## src/design/assert_macros.svh

```systemverilog
`ifndef ASSERT_MACROS_SVH
`define ASSERT_MACROS_SVH

// Checks a plain property on every clock edge outside reset.
`define ASSERT_ALWAYS(label, prop, msg) \
  label: assert property (@(posedge clk) disable iff (!rst_n) (prop)) else $error(msg);

// Checks that a consequent holds in the same cycle as its antecedent.
`define ASSERT_IMPLIES(label, ante, cons, msg) \
  label: assert property (@(posedge clk) disable iff (!rst_n) (ante) |-> (cons)) else $error(msg);

`endif

```

## src/design/lsms_pkg.sv

```systemverilog
package lsms_pkg;

  localparam int unsigned ACCUM_W = 10;
  localparam int unsigned CYCLES_W = 8;
  localparam int unsigned LINE_W = 8;

  localparam int unsigned DEF_OAM_CLOCKS = 80;
  localparam int unsigned DEF_XFER_CLOCKS = 172;
  localparam int unsigned DEF_HBLANK_CLOCKS = 204;
  localparam int unsigned DEF_LINE_CLOCKS = 456;

  localparam logic [LINE_W-1:0] VBLANK_LINE = 8'd144;
  localparam logic [LINE_W-1:0] FRAME_LINES = 8'd154;

  // Configuration register indexes.
  localparam logic CFG_HBLANK_IRQ_EN = 1'b0;
  localparam logic CFG_LYC_IRQ_EN = 1'b1;

  typedef enum logic [1:0] {
    MODE_HBLANK = 2'd0,
    MODE_VBLANK = 2'd1,
    MODE_OAM    = 2'd2,
    MODE_XFER   = 2'd3
  } mode_t;

  typedef struct packed {
    logic [CYCLES_W-1:0] cycles_elapsed;
    logic                coincidence_flag;
  } in_item_t;

  typedef struct packed {
    logic [1:0]        stat_mode;
    logic [LINE_W-1:0] line_number;
    logic              lcd_stat_irq;
    logic              vblank_irq;
    logic              draw_line;
    logic [LINE_W-1:0] drawn_line;
    logic              draw_sprites;
  } out_item_t;

  typedef struct packed {
    logic hblank_irq_enable;
    logic lyc_irq_enable;
  } cfg_regs_t;

endpackage

```

## src/design/lsms_if.sv

```systemverilog
interface lsms_in_if;
  logic               valid;
  logic               ready;
  lsms_pkg::in_item_t data;
  modport source (output valid, output data, input ready);
  modport sink (input valid, input data, output ready);
endinterface

interface lsms_out_if;
  logic                valid;
  logic                ready;
  lsms_pkg::out_item_t data;
  modport source (output valid, output data, input ready);
  modport sink (input valid, input data, output ready);
endinterface

interface lsms_cfg_if;
  logic valid;
  logic ready;
  logic index;
  logic data;
  modport source (output valid, output index, output data, input ready);
  modport sink (input valid, input index, input data, output ready);
endinterface

```

## src/design/lsms_mod_reduce.sv

```systemverilog
module lsms_mod_reduce #(
  parameter int unsigned BUDGET = lsms_pkg::DEF_OAM_CLOCKS
) (
  input  logic [lsms_pkg::ACCUM_W-1:0] value,
  output logic [lsms_pkg::ACCUM_W-1:0] remainder,
  output logic                         reached
);

  localparam int unsigned LO_W = 5;
  localparam int unsigned HI_W = lsms_pkg::ACCUM_W - LO_W;
  localparam int unsigned HI_N = 1 << HI_W;
  localparam int unsigned SMALL_N = 1 << (LO_W + 1);

  // Elaboration-time remainder by shift and subtract; only fed constants.
  function automatic logic [lsms_pkg::ACCUM_W-1:0] const_mod(input int unsigned x,
                                                             input int unsigned d);
    int unsigned r;
    r = x;
    if (d != 0) begin
      for (int s = lsms_pkg::ACCUM_W; s >= 0; s--) begin
        if (r >= (d << s)) begin
          r = r - (d << s);
        end
      end
    end
    return r[lsms_pkg::ACCUM_W-1:0];
  endfunction

  // The value splits into a high part, whose remainder comes from a table,
  // and a low part that is added back before a final small reduction.
  logic [lsms_pkg::ACCUM_W-1:0] hi_tab [HI_N];
  logic [lsms_pkg::ACCUM_W:0]   part;

  for (genvar g = 0; g < HI_N; g++) begin : g_hi
    assign hi_tab[g] = const_mod(int'(g) << LO_W, BUDGET);
  end

  assign part = {1'b0, hi_tab[value[lsms_pkg::ACCUM_W-1:LO_W]]}
              + {{(HI_W + 1){1'b0}}, value[LO_W-1:0]};

  if (BUDGET > (1 << LO_W)) begin : g_wide
    // The partial sum stays below twice the budget here.
    assign remainder = (part >= (lsms_pkg::ACCUM_W + 1)'(BUDGET))
                     ? lsms_pkg::ACCUM_W'(part - (lsms_pkg::ACCUM_W + 1)'(BUDGET))
                     : part[lsms_pkg::ACCUM_W-1:0];
  end else begin : g_narrow
    logic [lsms_pkg::ACCUM_W-1:0] lo_tab [SMALL_N];
    for (genvar k = 0; k < SMALL_N; k++) begin : g_lo
      assign lo_tab[k] = const_mod(k, BUDGET);
    end
    assign remainder = lo_tab[part[LO_W:0]];
  end

  assign reached = (value >= lsms_pkg::ACCUM_W'(BUDGET));

endmodule

```

## src/design/lsms_step.sv

```systemverilog
`include "assert_macros.svh"

module lsms_step #(
  parameter int unsigned OAM_CLOCKS    = lsms_pkg::DEF_OAM_CLOCKS,
  parameter int unsigned XFER_CLOCKS   = lsms_pkg::DEF_XFER_CLOCKS,
  parameter int unsigned HBLANK_CLOCKS = lsms_pkg::DEF_HBLANK_CLOCKS,
  parameter int unsigned LINE_CLOCKS   = lsms_pkg::DEF_LINE_CLOCKS
) (
  input  logic                clk,
  input  logic                rst_n,
  input  logic                advance,
  input  lsms_pkg::in_item_t  item,
  input  lsms_pkg::cfg_regs_t cfg,
  output lsms_pkg::out_item_t result
);

  lsms_pkg::mode_t                phase_r, phase_nxt;
  logic [lsms_pkg::ACCUM_W-1:0]   accum_r, accum_nxt;
  logic [lsms_pkg::LINE_W-1:0]    line_r, line_nxt;

  logic [lsms_pkg::ACCUM_W:0]     sum_wide;
  logic [lsms_pkg::ACCUM_W-1:0]   sum;
  logic [lsms_pkg::LINE_W-1:0]    line_inc;
  logic [lsms_pkg::ACCUM_W-1:0]   rem_oam, rem_xfer, rem_hblank, rem_line;
  logic                           hit_oam, hit_xfer, hit_hblank, hit_line;

  assign sum_wide = {1'b0, accum_r}
                  + {{(lsms_pkg::ACCUM_W + 1 - lsms_pkg::CYCLES_W){1'b0}},
                     item.cycles_elapsed};
  // The accumulator saturates rather than wraps.
  assign sum = sum_wide[lsms_pkg::ACCUM_W] ? '1 : sum_wide[lsms_pkg::ACCUM_W-1:0];
  assign line_inc = line_r + 8'd1;

  lsms_mod_reduce #(.BUDGET(OAM_CLOCKS)) u_red_oam (
    .value(sum), .remainder(rem_oam), .reached(hit_oam)
  );
  lsms_mod_reduce #(.BUDGET(XFER_CLOCKS)) u_red_xfer (
    .value(sum), .remainder(rem_xfer), .reached(hit_xfer)
  );
  lsms_mod_reduce #(.BUDGET(HBLANK_CLOCKS)) u_red_hblank (
    .value(sum), .remainder(rem_hblank), .reached(hit_hblank)
  );
  lsms_mod_reduce #(.BUDGET(LINE_CLOCKS)) u_red_line (
    .value(sum), .remainder(rem_line), .reached(hit_line)
  );

  // Next state. Below the budget the remainder equals the sum itself.
  always_comb begin
    phase_nxt = phase_r;
    line_nxt  = line_r;
    accum_nxt = sum;
    unique case (phase_r)
      lsms_pkg::MODE_OAM: begin
        accum_nxt = rem_oam;
        if (hit_oam) begin
          phase_nxt = lsms_pkg::MODE_XFER;
        end
      end
      lsms_pkg::MODE_XFER: begin
        accum_nxt = rem_xfer;
        if (hit_xfer) begin
          phase_nxt = lsms_pkg::MODE_HBLANK;
        end
      end
      lsms_pkg::MODE_HBLANK: begin
        accum_nxt = rem_hblank;
        if (hit_hblank) begin
          line_nxt  = line_inc;
          phase_nxt = (line_inc == lsms_pkg::VBLANK_LINE) ? lsms_pkg::MODE_VBLANK
                                                         : lsms_pkg::MODE_OAM;
        end
      end
      lsms_pkg::MODE_VBLANK: begin
        accum_nxt = rem_line;
        if (hit_line) begin
          if (line_inc == lsms_pkg::FRAME_LINES) begin
            line_nxt  = '0;
            phase_nxt = lsms_pkg::MODE_OAM;
          end else begin
            line_nxt = line_inc;
          end
        end
      end
      default: begin
        phase_nxt = phase_r;
      end
    endcase
  end

  // Result fields.
  always_comb begin
    result.stat_mode    = phase_nxt;
    result.line_number  = line_nxt;
    result.lcd_stat_irq = (phase_r == lsms_pkg::MODE_XFER) && hit_xfer &&
                          (cfg.hblank_irq_enable ||
                           (cfg.lyc_irq_enable && item.coincidence_flag));
    result.draw_line    = (phase_r == lsms_pkg::MODE_HBLANK) && hit_hblank;
    result.vblank_irq   = result.draw_line && (line_inc == lsms_pkg::VBLANK_LINE);
    result.drawn_line   = result.draw_line ? line_r : '0;
    result.draw_sprites = (phase_r == lsms_pkg::MODE_VBLANK) && hit_line &&
                          (line_inc == lsms_pkg::FRAME_LINES);
  end

  always_ff @(posedge clk) begin
    if (!rst_n) begin
      phase_r <= lsms_pkg::MODE_OAM;
      accum_r <= '0;
      line_r  <= '0;
    end else if (advance) begin
      phase_r <= phase_nxt;
      accum_r <= accum_nxt;
      line_r  <= line_nxt;
    end
  end

  `ASSERT_ALWAYS(a_line_in_frame, line_r < lsms_pkg::FRAME_LINES, "line counter left the frame")
  `ASSERT_IMPLIES(a_vblank_lines, phase_r == lsms_pkg::MODE_VBLANK, line_r >= lsms_pkg::VBLANK_LINE, "vblank mode on a visible line")
  `ASSERT_IMPLIES(a_visible_lines, phase_r != lsms_pkg::MODE_VBLANK, line_r < lsms_pkg::VBLANK_LINE, "visible mode on a blank line")

endmodule

```

## src/design/lcd_scanline_mode_sequencer.sv

```systemverilog
// Channel   Direction  Payload
// in_chan   sink       cycles_elapsed, coincidence_flag
// out_chan  source     stat_mode, line_number, irq and draw strobes
// cfg_chan  sink       index, data (always ready)
//
// An item is held in the input register and then moves on into the output
// register; one item is taken every cycle while out_chan
// is ready. Reset is synchronous and returns the sequencer to object scan,
// line 0, with an empty accumulator. When the output register is stalled
// the input register still takes one item before in_chan.ready falls.
module lcd_scanline_mode_sequencer #(
  parameter int unsigned OAM_CLOCKS    = lsms_pkg::DEF_OAM_CLOCKS,
  parameter int unsigned XFER_CLOCKS   = lsms_pkg::DEF_XFER_CLOCKS,
  parameter int unsigned HBLANK_CLOCKS = lsms_pkg::DEF_HBLANK_CLOCKS,
  parameter int unsigned LINE_CLOCKS   = lsms_pkg::DEF_LINE_CLOCKS
) (
  input  logic              clk,
  input  logic              rst_n,
  lsms_in_if.sink           in_chan,
  lsms_out_if.source        out_chan,
  lsms_cfg_if.sink          cfg_chan
);

  logic                 in_valid_r;
  lsms_pkg::in_item_t   in_data_r;
  logic                 out_valid_r;
  lsms_pkg::out_item_t  out_data_r;
  lsms_pkg::cfg_regs_t  cfg_r;
  lsms_pkg::out_item_t  step_result;
  logic                 advance;

  // The held item moves on whenever the output register is free or draining.
  assign advance = in_valid_r && (!out_valid_r || out_chan.ready);

  assign in_chan.ready  = !in_valid_r || advance;
  assign cfg_chan.ready = 1'b1;
  assign out_chan.valid = out_valid_r;
  assign out_chan.data  = out_data_r;

  lsms_step #(
    .OAM_CLOCKS   (OAM_CLOCKS),
    .XFER_CLOCKS  (XFER_CLOCKS),
    .HBLANK_CLOCKS(HBLANK_CLOCKS),
    .LINE_CLOCKS  (LINE_CLOCKS)
  ) u_step (
    .clk    (clk),
    .rst_n  (rst_n),
    .advance(advance),
    .item   (in_data_r),
    .cfg    (cfg_r),
    .result (step_result)
  );

  always_ff @(posedge clk) begin
    if (!rst_n) begin
      in_valid_r  <= 1'b0;
      out_valid_r <= 1'b0;
    end else begin
      if (in_chan.ready) begin
        in_valid_r <= in_chan.valid;
      end
      if (advance) begin
        out_valid_r <= 1'b1;
      end else if (out_chan.ready) begin
        out_valid_r <= 1'b0;
      end
    end
  end

  always_ff @(posedge clk) begin
    if (in_chan.valid && in_chan.ready) begin
      in_data_r <= in_chan.data;
    end
    if (advance) begin
      out_data_r <= step_result;
    end
  end

  always_ff @(posedge clk) begin
    if (!rst_n) begin
      cfg_r <= '0;
    end else if (cfg_chan.valid && cfg_chan.ready) begin
      unique case (cfg_chan.index)
        lsms_pkg::CFG_HBLANK_IRQ_EN: cfg_r.hblank_irq_enable <= cfg_chan.data;
        lsms_pkg::CFG_LYC_IRQ_EN:    cfg_r.lyc_irq_enable    <= cfg_chan.data;
        default:                     cfg_r                   <= cfg_r;
      endcase
    end
  end

endmodule
```

## src/flat_wrapper.sv

```systemverilog
// flat-port wrapper written by rule: the top's interface ports become plain ports
module lcd_scanline_mode_sequencer_flat 
#(
  parameter int unsigned OAM_CLOCKS    = lsms_pkg::DEF_OAM_CLOCKS,
  parameter int unsigned XFER_CLOCKS   = lsms_pkg::DEF_XFER_CLOCKS,
  parameter int unsigned HBLANK_CLOCKS = lsms_pkg::DEF_HBLANK_CLOCKS,
  parameter int unsigned LINE_CLOCKS   = lsms_pkg::DEF_LINE_CLOCKS
)
  (clk, rst_n, in_chan_valid, in_chan_data, in_chan_ready, out_chan_valid, out_chan_data, out_chan_ready, cfg_chan_valid, cfg_chan_index, cfg_chan_data, cfg_chan_ready);
  lsms_in_if in_chan_i ();
  lsms_out_if out_chan_i ();
  lsms_cfg_if cfg_chan_i ();
  input  logic clk;
  input  logic rst_n;
  input wire logic [$bits(in_chan_i.valid)-1:0] in_chan_valid;
  input wire logic [$bits(in_chan_i.data)-1:0] in_chan_data;
  output wire logic [$bits(in_chan_i.ready)-1:0] in_chan_ready;
  output wire logic [$bits(out_chan_i.valid)-1:0] out_chan_valid;
  output wire logic [$bits(out_chan_i.data)-1:0] out_chan_data;
  input wire logic [$bits(out_chan_i.ready)-1:0] out_chan_ready;
  input wire logic [$bits(cfg_chan_i.valid)-1:0] cfg_chan_valid;
  input wire logic [$bits(cfg_chan_i.index)-1:0] cfg_chan_index;
  input wire logic [$bits(cfg_chan_i.data)-1:0] cfg_chan_data;
  output wire logic [$bits(cfg_chan_i.ready)-1:0] cfg_chan_ready;
  assign in_chan_i.valid = in_chan_valid;
  assign in_chan_i.data = in_chan_data;
  assign in_chan_ready = in_chan_i.ready;
  assign out_chan_valid = out_chan_i.valid;
  assign out_chan_data = out_chan_i.data;
  assign out_chan_i.ready = out_chan_ready;
  assign cfg_chan_i.valid = cfg_chan_valid;
  assign cfg_chan_i.index = cfg_chan_index;
  assign cfg_chan_i.data = cfg_chan_data;
  assign cfg_chan_ready = cfg_chan_i.ready;
  lcd_scanline_mode_sequencer #(.OAM_CLOCKS(OAM_CLOCKS), .XFER_CLOCKS(XFER_CLOCKS), .HBLANK_CLOCKS(HBLANK_CLOCKS), .LINE_CLOCKS(LINE_CLOCKS)) u_core (.clk(clk), .rst_n(rst_n), .in_chan(in_chan_i), .out_chan(out_chan_i), .cfg_chan(cfg_chan_i));
endmodule
```

## config.mk

```make
export PLATFORM = sky130hd
export DESIGN_NAME = lcd_scanline_mode_sequencer_flat
export DESIGN_NICKNAME = d
export VERILOG_FILES = /design/src/design/lsms_pkg.sv /design/src/design/lsms_if.sv /design/src/design/lsms_mod_reduce.sv /design/src/design/lsms_step.sv /design/src/design/lcd_scanline_mode_sequencer.sv /design/src/flat_wrapper.sv
export VERILOG_INCLUDE_DIRS = /design/src /design/src/design
export SDC_FILE = /design/constraint.sdc
export NUM_CORES = 1
export LEC_CHECK = 0
export ABC_AREA = 0
export BUFFER_PORTS_ARGS = -buffer_cell sky130_fd_sc_hd__buf_2
export CAP_MARGIN = 20
export CORE_AREA = 2 2 101 103
export DETAILED_ROUTE_END_ITERATION = 8
export DIE_AREA = 0 0 103 105
export GPL_ROUTABILITY_DRIVEN = 0
export GPL_TIMING_DRIVEN = 0
export PLACE_DENSITY = 0.84
export SKIP_LAST_GASP = 1
export SLEW_MARGIN = 20
export SYNTH_ARGS = -nofsm -noshare
export SYNTH_HDL_FRONTEND = slang
export SYNTH_SLANG_ARGS = --single-unit
```

## constraint.sdc

```tcl
create_clock -name clk -period 6.9 [get_ports clk]
set_input_delay 1.035 -clock clk [delete_from_list [all_inputs] [get_ports clk]]
set_output_delay 1.035 -clock clk [all_outputs]
set_load 0.01 [all_outputs]
```

* Word-level counts from Yosys, hierarchy flattened *
Memories as Yosys holds them, arrays and structs flattened.
Cells that the tools add are included.

storage, ports and cells
  register bits = 55
  memory bits (read-only) = 1280
  bits of input ports = 16
  output and inout port bits = 25
  logic and storage cells = 91
  memories kept = 4

operators by class
  add/sub/neg operators = 10
  $lt $le $gt $ge = 9
  eq/ne operators = 5
  multiplexer cells = 27
  bitwise logic cells = 2
  reduce and logical (&&, ||, !) cells = 18

memories
  memory           depth  width  read ports  clocked after Yosys merged registers in  write ports  line                   source
  (no name shown)  32     10     1           0                                        0            lsms_mod_reduce.sv:38  assign part = {1'b0, hi_tab[value[lsms_pkg::ACCUM_W-1:LO_W]]}
  (no name shown)  32     10     1           0                                        0            lsms_mod_reduce.sv:38
  (no name shown)  32     10     1           0                                        0            lsms_mod_reduce.sv:38
  (no name shown)  32     10     1           0                                        0            lsms_mod_reduce.sv:38

operators with widths
  kind                                                  count
  2-to-1 mux 10 bit                                     13
  adder 10 x 5 -> 11 bit                                4
  case mux 10 bit (4 select lines)                      1
  2-to-1 mux 8 bit                                      3
  >= comparator 11 x 8 -> 1 bit, second input constant  2
  >= comparator 10 x 8 -> 1 bit, second input constant  2
  subtractor 10 x 8 -> 10 bit, second input constant    2
  equality test 8 bit, second input constant            2
  case mux 8 bit (2 select lines)                       1
  2-to-1 mux 2 bit                                      6
  adder 10 x 8 -> 11 bit                                1
  >= comparator 11 x 7 -> 1 bit, second input constant  1
  >= comparator 11 x 9 -> 1 bit, second input constant  1
  >= comparator 10 x 7 -> 1 bit, second input constant  1
  >= comparator 10 x 9 -> 1 bit, second input constant  1
  subtractor 10 x 7 -> 10 bit, second input constant    1
  subtractor 10 x 9 -> 10 bit, second input constant    1
  logical AND 1 bit                                     9
  adder 8 x 1 -> 8 bit, second input constant           1
  case mux 2 bit (4 select lines)                       1
  >= comparator 6 bit, second input constant            1
  inverter 5 -> 6 bit                                   1
  equality test 2 bit, second input constant            2
  AND reduction 2 bit                                   2
  7 further kinds                                       11

* Depth between registers and ports, before layout *
Gate-level depths: netlist of run 1.

  depth after elaboration = 10
  gate-level depth with buffers = 27
  gate-level depth less buffers = 26

* Cells and area by module *
Synthesis of run 1 repeated with hierarchy kept, for this count alone.

second synthesis, totals
  cells, all modules = 747
  area total of the unflattened synthesis = 6465.0 um2

by module, submodules not included
  module                                         times used  cells each  area each (um2)  sequential area each (um2)
  lsms_step                                      1           252         2073.2           400.4
  lcd_scanline_mode_sequencer                    1           51          1117.3           1011.0
  lsms_mod_reduce at u_core.u_step.u_red_hblank  1           126         970.9            0.0
  lsms_mod_reduce at u_core.u_step.u_red_xfer    1           127         879.6            0.0
  lsms_mod_reduce at u_core.u_step.u_red_line    1           106         754.5            0.0
  lsms_mod_reduce at u_core.u_step.u_red_oam     1           85          669.4            0.0

* Worst setup path after synthesis of run 1 *
OpenSTA, ideal clock, no wires.

  path type = register to register
  start = register u_core.u_step.accum_r[0] (netlist bit)
  end = register u_core.u_step.accum_r[6] (netlist bit)
  library setup time = 0.124 ns
  arrival = 5.596 ns
  required time = 6.776 ns
  path slack = 1.180 ns
  stages on the path, launching flop included = 26
  buffers on the path = 2
  clock period less this slack = 5.720 ns
  cell sequence = dfxtp_1 ha_1 inv_1 fa_1 nor2b_1 o31ai_4 a311o_1 buf_2 clkbuf_1 nand2_1 inv_1 ha_1 o41ai_1 nand2_1 a21boi_0 ha_1 fa_1 a21oi_1 and2_1 o31ai_1 o22ai_1 o211ai_1 and3_1 or4_1 o211ai_1 nand3_1

between the ends
  longest elaborated chain between the ends = 10
  elaborated cells between the ends (all ways) = 32
  those cells by class = add/sub: 9; order compare: 4; mux: 14; bitwise: 1; memory: 4

ends and longest elaborated chain
  element                                                    line                   source
  start: declaration                                         lsms_step.sv:18        logic [lsms_pkg::ACCUM_W-1:0] accum_r, accum_nxt;
  start signal: assignment                                   lsms_step.sv:111       accum_r <= accum_nxt;
  adder 10 x 8 -> 11 bit *                                   lsms_step.sv:28        + {{(lsms_pkg::ACCUM_W + 1 - lsms_pkg::CYCLES_W){1'b0}},
  2-to-1 mux 10 bit *                                        lsms_step.sv:31        assign sum = sum_wide[lsms_pkg::ACCUM_W] ? '1 : sum_wide[lsms_pkg::ACCUM_W-1:0];
  inverter 5 -> 6 bit (implied by the code)                  lsms_mod_reduce.sv:38
  memory read (32 x 10 bit)                                  --
  2-to-1 mux 10 bit (implied by the code) (2 in a row)       lsms_mod_reduce.sv:38
  adder 10 x 5 -> 11 bit                                     lsms_mod_reduce.sv:39  + {{(HI_W + 1){1'b0}}, value[LO_W-1:0]};
  subtractor 10 x 9 -> 10 bit, or another cell as far along  lsms_mod_reduce.sv:44  ? lsms_pkg::ACCUM_W'(part - (lsms_pkg::ACCUM_W + 1)'(BUDGET))
  2-to-1 mux 10 bit                                          lsms_mod_reduce.sv:44
  case mux 10 bit (4 select lines) *                         lsms_step.sv:52        unique case (phase_r)

Mark *: on every way between the ends. The rest lies on a longest branch, timed or not. The select of a mux whose other input is x is not followed.
A chain may end at the register's enable or synchronous reset.

* Worst setup path after layout of run 1 *
  start = register u_core.u_step.accum_r[0] (netlist bit)
  end = register u_core.u_step.accum_r[3] (netlist bit)

Same word-level chain as after synthesis.

==> results of run 1 <==
-- layout by cell type (no fill, tap or decap), types with 4 or more instances in the layout --
| cell | n |
|---|---|
| a211oi_1 | 12 |
| o21ai_0 | 47 |
| dfxtp_1 | 24 |
| mux2i_1 | 16 |
| inv_1 | 29 |
| xor2_1 | 7 |
| nor3_1 | 24 |
| ha_1 | 38 |
| buf_2 | 46 |
| nor4_1 | 4 |
| nor2_1 | 56 |
| o211ai_1 | 12 |
| or4_1 | 5 |
| a31oi_1 | 13 |
| a221oi_1 | 4 |
| and2_1 | 7 |
| o21a_1 | 8 |
| nand2_1 | 70 |
| o21ai_1 | 8 |
| a211oi_2 | 4 |
| fa_1 | 4 |
| a32oi_1 | 5 |
| a21boi_0 | 4 |
| edfxtp_1 | 31 |
| nand2b_1 | 10 |
| or3_1 | 10 |
| a311oi_1 | 4 |
| nand4_1 | 4 |
| xnor2_1 | 17 |
| a211o_1 | 6 |
| nand3_1 | 23 |
| a21o_1 | 7 |
| and3_1 | 16 |
| a21oi_1 | 62 |
| o22ai_1 | 12 |
| clkbuf_1 | 20 |
| nor2b_1 | 8 |
| clkbuf_8 | 5 |
-- final cells by class --
class	count	area, um2
Multi-Input combinational cell	603	4090
Fill cell	805	3431
Sequential cell	55	1411
Timing Repair Buffer	39	195.2
Tap cell	133	166.4
Buffer	32	142.6
Inverter	29	108.9
Clock buffer	5	68.82
Clock inverter	3	25.02
-- synthesized netlist by cell type, types with 17 or more instances --
cell type  instances
nand2_1           71
a21oi_1           63
nor2_1            56
o21ai_0           48
ha_1              38
edfxtp_1          31
inv_1             29
dfxtp_1           24
nor3_1            24
nand3_1           23
clkbuf_1          22
xnor2_1           17
-- cell families after synthesis --
logic type	count (synthesis)	synth area share
and+or+nand+nor	258	0.2241
muxes	17	0.02986
adders and majority gates	42	0.09678
AOI/OAI and AO/OA	260	0.3206
other	1	0.0006533
buffers and inverters	62	0.04403
xor gates and xnor gates	25	0.03814
DFF	55	0.2459
-- sequential cells by signal (all words and copies together) (netlist names) --
| name | flops |
|---|---|
| u_core.out_chan.valid | 1 |
| u_core.u_step.phase_r | 2 |
| u_core.cfg_r | 2 |
| u_core.in_valid_r | 1 |
| u_core.u_step.line_r | 8 |
| u_core.u_step.accum_r | 10 |
| u_core.in_data_r | 9 |
| u_core.out_chan.data | 22 |
-- path summary, 6_finish.rpt --
path / from / endpoint / slack, ns / cells after the start
max: u_core.u_step.accum_r[0] / u_core.u_step.accum_r[3] / 0.33 / 24
min: u_core.cfg_r[0] / u_core.cfg_r[0] / 0.47 / 2
max reg2reg: u_core.u_step.accum_r[0] / u_core.u_step.accum_r[3] / 0.33 / 24
min reg2reg: u_core.cfg_r[0] / u_core.cfg_r[0] / 0.47 / 2
-- critical path, stage by stage (launching register included) --
cell      delay (ns)
dfxtp_1         0.35
ha_1            0.22
inv_1           0.07
fa_1            0.40
nor2b_1         0.26
o31ai_4         0.16
a311o_1         0.42
buf_2           0.28
nand2_2         0.20
inv_1           0.15
ha_1            0.34
o41ai_1         0.42
nand2_1         0.13
a21boi_0        0.15
ha_1            0.25
fa_1            0.47
xor2_1          0.21
a21oi_1         0.30
a21oi_1         0.14
and3_1          0.20
a211oi_2        0.33
nand2_1         0.25
mux2_2          0.32
a21oi_1         0.26
a31oi_1         0.13
-- per-stage QoR --
stage | util | instance area, um2 | hold slack, ns
floorplan | - | 5741 | 0.4362
global placement | 0.6330 | 6102 | 0.4546
detailed placement | 0.6332 | 6103 | 0.4619
CTS | 0.6429 | 6197 | 0.4748
global route | 0.6441 | 6208 | 0.5084
finish | 0.6441 | 6208 | 0.4743
-- timing repair --
item,in CTS,in global routing
resized for setup,0,6
hold buffers,0,0
setup endpoints to repair,0,8
-- metal layers --
layer,vias to the layer above,global-route usage
li1,2832,-
met1,2845,0.3968
met2,429,0.5190
met3,94,0.05418
met4,0,0.1090
met5,-,0
==> out/qor.yml, run 1 <==
slew_viol_final: 0
clock_sinks: 55
drt-met1-wl_um: 6548
synth_area_leaders: "edfxtp_1 (16%), dfxtp_1 (8.4%), ha_1 (8.3%)"
ys_async_sr_fraction: 0
ant_nets: 0
io_buffer_count: 39
netlist.top_cell.by_area: "edfxtp_1"
ys_types: 89
cts_buffers: 5
grt_pass1_vias: 5755
skew_ns: 0.009871
synth-edff-count: 31
drtIter0Drc: 671
synth_seq_cells: 55
wl_met2_um: 7920
routed_wl_um: 16990
routed-via-count: 6200
die-area_um2: 10820
finalWorstSetupSlack_ns: 0.3312
grt_pass1_wl_um: 27370
cp_data_arrival_time_ns: 6.73
setup_viol: 0
crit_path_start_kind: "register"
worst_pin_slew_ns: 1.117
dr.pass1.iters: 7
required_ns: 7.07
worstPathMaxFanout: 19
synth_top_area_share: 0.1622
synth.avg_cell_area_um2: 7.973
yosysWarnings: 0
num_io_pins: 41
antenna_found_initial: 0
viasPerCell: 6.897
fin_crit_sh: 0.9520
route.detailed.drc: 0
area_growth_syn_to_layout_pct: 8.152
setup_tns_ns: 0
rows: 36
ys_seq_area_frac: 0.2459
syn_area_um2: 5741
hold_path.class: "register to register"
path_class: "register to register"
cts_tree: "done"
synthFlopType: "edfxtp_1"
cp-end-kind: "register"
syn_nets: 778
cts_setup_buffers: 0
hpwl_um: 13130
clk_pin_slew_worst_paths_ns: 0.10
pre_cts_ws_ns: 0.1670
root_buffer: "clkbuf_8"
finalHoldViolations: 0
min_period_ns: 6.569
clk_path_buf_depth: 2
dp.cells: 892
rsz0062_at_grt: "false"
layout-drive-gt1-share: 0.1188
grt_max_degree: 32
htree_levels: 2
wl_per_cell_um: 18.90
dr.max_layer_used: "met4"
fin_nets: 823
wl_met3_um: 1735
grt_overflow_total: 0
stdcell_count: 899
maxCapViolCount: 0
floorplan.initialDensity: 0.5955
clock.fmax_ghz: 0.1522
worstSkewPairLatency_ns: 0.32
die_y_um: 105
synth_cells: 720
diodes: 0
die_w_um: 103
core_area_um2: 9639
status: "complete, no violations"
grt_usage: 0.3104
slew_headroom: 0.2483
Power of run 1 is not shown: default switching activity piles up to over one toggle a cycle in this logic, so the estimate is an artifact.
==> run 2: changes to the inputs <==
CORE_AREA = 2 2 107 109   (was 2 2 101 103)
DIE_AREA = 0 0 109 111   (was 0 0 103 105)
SETUP_SLACK_MARGIN = 0.15   (was unset)
SYNTH_HIERARCHICAL = 1   (was unset)
==> out/qor.yml, run 2 <==
floorplan.initialDensity: 0.5836  # -0.01189
ys_types: 102  # +15%
worstSkewPairLatency_ns: 0.29  # -0.03 ns
worst_path_most_repeated_cell: "inv_1"
hold_depth: 2  # unchanged
ctsHoldBuffers: 0  # unchanged
grt_overflow_total: 0  # unchanged
hold_end: "u_core/cfg_r[1]"
synthTopCellsByCount: "nor2_1 (58), ha_1 (55), nand2_1 (52), inv_1 (46), a21oi_1 (37)"
grt_pass1_vias: 5983  # +4.0%
synth.avg_cell_area_um2: 8.655  # +8.5%
cts_buffers: 5  # unchanged
synth_seq_cells: 55  # unchanged
slowest_delay_ns: 0.46  # about the same
grt_use_met3: 0.05056  # -0.003622
diodes: 0  # unchanged
cp_data_arrival_time_ns: 6.66  # -0.07 ns
r2r_slack_ns: 0.42  # +0.08 ns
ys_async_sr_fraction: 0  # unchanged
grt_pass1_wl_um: 28640  # +4.6%
slew_viol_final: 0  # unchanged
worst_path_max_delay_cell: "fa_1"
cts_tree: "done"
io_buffer_count: 39  # unchanged
clock_sinks: 55  # unchanged
hold_path.class: "register to register"
drtIter0Drc: 682  # +1.6%
crit_path_start_kind: "register"
synthFlopType: "edfxtp_1"
path_class: "register to register"
num_io_pins: 41  # unchanged
skew_ns: 0.006435  # -0.003436 ns
mostFrequentLayoutCells: "nor2_1 (58), ha_1 (55), nand2_1 (49)"
dr.pass1.iters: 5  # -2
grt_usage: 0.2923  # -0.01808
rows: 39  # +8.3%
ant_nets: 0  # unchanged
setup_viol: 0  # unchanged
netlist.top_cell.by_area: "edfxtp_1"
fin_crit_sh: 0.9398  # -0.01215
layout-drive-gt1-share: 0.1856  # +0.06676
rsz0062_at_grt: "false"
mostFrequentLayoutCell: "nor2_1"
grt_max_degree: 24  # -25%
hpwl_um: 12270  # -6.6%
route.detailed.drc: 0  # unchanged
grtUsageMet2: 0.4741  # -0.04490
crit-reg2reg-launch: "u_core/in_data_r[1]"
synth_top_area_share: 0.1440  # -0.01817
clock.fmax_ghz: 0.1542  # +1.3%
min_period_ns: 6.485  # -0.08383 ns
nFillCells: 857  # +6.5%
whs_ns: 0.4687  # -0.005621 ns
wl_per_cell_um: 19.21  # +1.6%
cpLargestDelayFamily: "simple AND/OR/NAND/NOR gates"
clk_path_buf_depth: 2  # unchanged
die_y_um: 111  # +5.7%
routed_wl_um: 18170  # +6.9%
largest_reg_flops: 22  # unchanged
syn_area_um2: 6465  # +13%
path_buf_inv: 6  # +3
htree_levels: 2  # unchanged
synth_cells: 747  # +3.8%
fin_nets: 877  # +6.6%
finalHoldViolations: 0  # unchanged
hold_start: "u_core/cfg_r[1]"
cp-end-kind: "register"
worstPathMaxFanout: 14  # -5
setup_tns_ns: 0  # unchanged
required_ns: 7.08  # about the same
regArea_um2: 1411  # unchanged
yosysWarnings: 6  # +6
maxCapViolCount: 0  # unchanged
top_usage_layer: "met2"
core_area_um2: 11080  # +15%
met1_usage: 0.3638  # -0.03299
reg2reg_depth: 28  # +17%
ys_seq_area_frac: 0.2183  # -0.02755
die-area_um2: 12100  # +12%
antenna_found_initial: 0  # unchanged
clk_pin_slew_worst_paths_ns: 0.06  # -0.04 ns
final_util: 0.6414  # -0.002716
syn_nets: 822  # +5.7%
area_growth_syn_to_layout_pct: 9.890
multi_input_area_um2: 4618  # +13%
r2r-end: "u_core/u_step/accum_r[3]"
routed-via-count: 6389  # +3.0%
synth_area_leaders: "edfxtp_1 (14%), ha_1 (11%), dfxtp_1 (7.4%)"
root_buffer: "clkbuf_16"
worst_pin_slew_ns: 0.9138  # -0.2035 ns
yosysMostFrequentCell: "nor2_1"
slew_headroom: 0.3908  # +0.1425
die_w_um: 109  # +5.8%
status: "complete, no violations"
synth-edff-count: 31  # unchanged
viasPerCell: 6.754  # -2.1%
-- run 2: changes by cell type after synthesis, sizes merged, moves of 14 or more --
cell / before / now
buf: 10 / 34
ha: 38 / 55
a21oi: 64 / 38
inv: 29 / 47
nand2: 71 / 52
o21ai: 56 / 42
-- run 2: metal layers --
| metal | routed length (um) | part of all wire |
|---|---|---|
| met4 | 923 | 0.051 |
| met3 | 1653 | 0.091 |
| met2 | 8424 | 0.46 |
| met1 | 7169 | 0.39 |
| met5 | 0 | 0 |
-- run 2: timing repair --
item | 4_1_cts | 5_1_grt
buffers inserted | 1 | 5
cloned | 2 | 0
resized for setup | 5 | 6
endpoints found under the setup margin | 6 | 5
pin swaps | 3 | 2
-- run 2: worst max path at each step --
stage                         from                       end  slack, ns  cells after the start
5_1_grt        u_core/in_data_r[1]  u_core/u_step/accum_r[5]       0.07                     28
2_1_floorplan  u_core/in_data_r[1]  u_core/u_step/accum_r[3]       0.78                     26
3_3_place_gp   u_core/in_data_r[1]  u_core/u_step/accum_r[3]      -0.13                     27
6_report       u_core/in_data_r[1]  u_core/u_step/accum_r[3]       0.42                     28
3_5_place_dp   u_core/in_data_r[1]  u_core/u_step/accum_r[3]      -0.25                     26
4_1_cts        u_core/in_data_r[1]  u_core/u_step/accum_r[3]       0.39                     26
-- run 2: area by class of cell --
cell class	count	area share
clock buffers	6	0.01814
repair buffers	47	0.03646
flip-flops and latches	55	0.1987
clock inverters	2	0.001233
well taps	143	0.02518
multi-input cells	595	0.6501
plain buffers	51	0.04544
inverters	47	0.02483
-- run 2: logic make-up (layout without fill, tap and decap cells) --
| kind of cell | after synthesis | after routing | synth area share |
|---|---|---|---|
| and+or+nand+nor | 261 | 263 | 0.2170 |
| AOI/OAI and AO/OA | 200 | 200 | 0.2344 |
| buffers and inverters | 99 | 153 | 0.07761 |
| adders and majority gates | 59 | 59 | 0.1188 |
| DFF | 55 | 55 | 0.2183 |
| muxes | 43 | 43 | 0.09406 |
| xor gates and xnor gates | 29 | 29 | 0.03929 |
| other | 1 | 1 | 0.0005801 |
-- run 2: metrics by stage --
| step | instance area, um2 | cells | worst slack [ns] |
|---|---|---|---|
| detailed placement | 6869 | 931 | -0.2525 |
| CTS | 7044 | 942 | 0.3894 |
| global placement | 6839 | 929 | -0.1342 |
| finish | 7104 | 946 | 0.4151 |
| global route | 7104 | 946 | 0.06919 |
| floorplan | 6465 | 747 | 0.7779 |
-- run 2: worst min-delay path, stage by stage, from the launching register on --
cell and delay, ns:
dfxtp_1 0.31, nand2_1 0.05, mux2i_1 0.06
Power of run 2 is left out for the same reason.
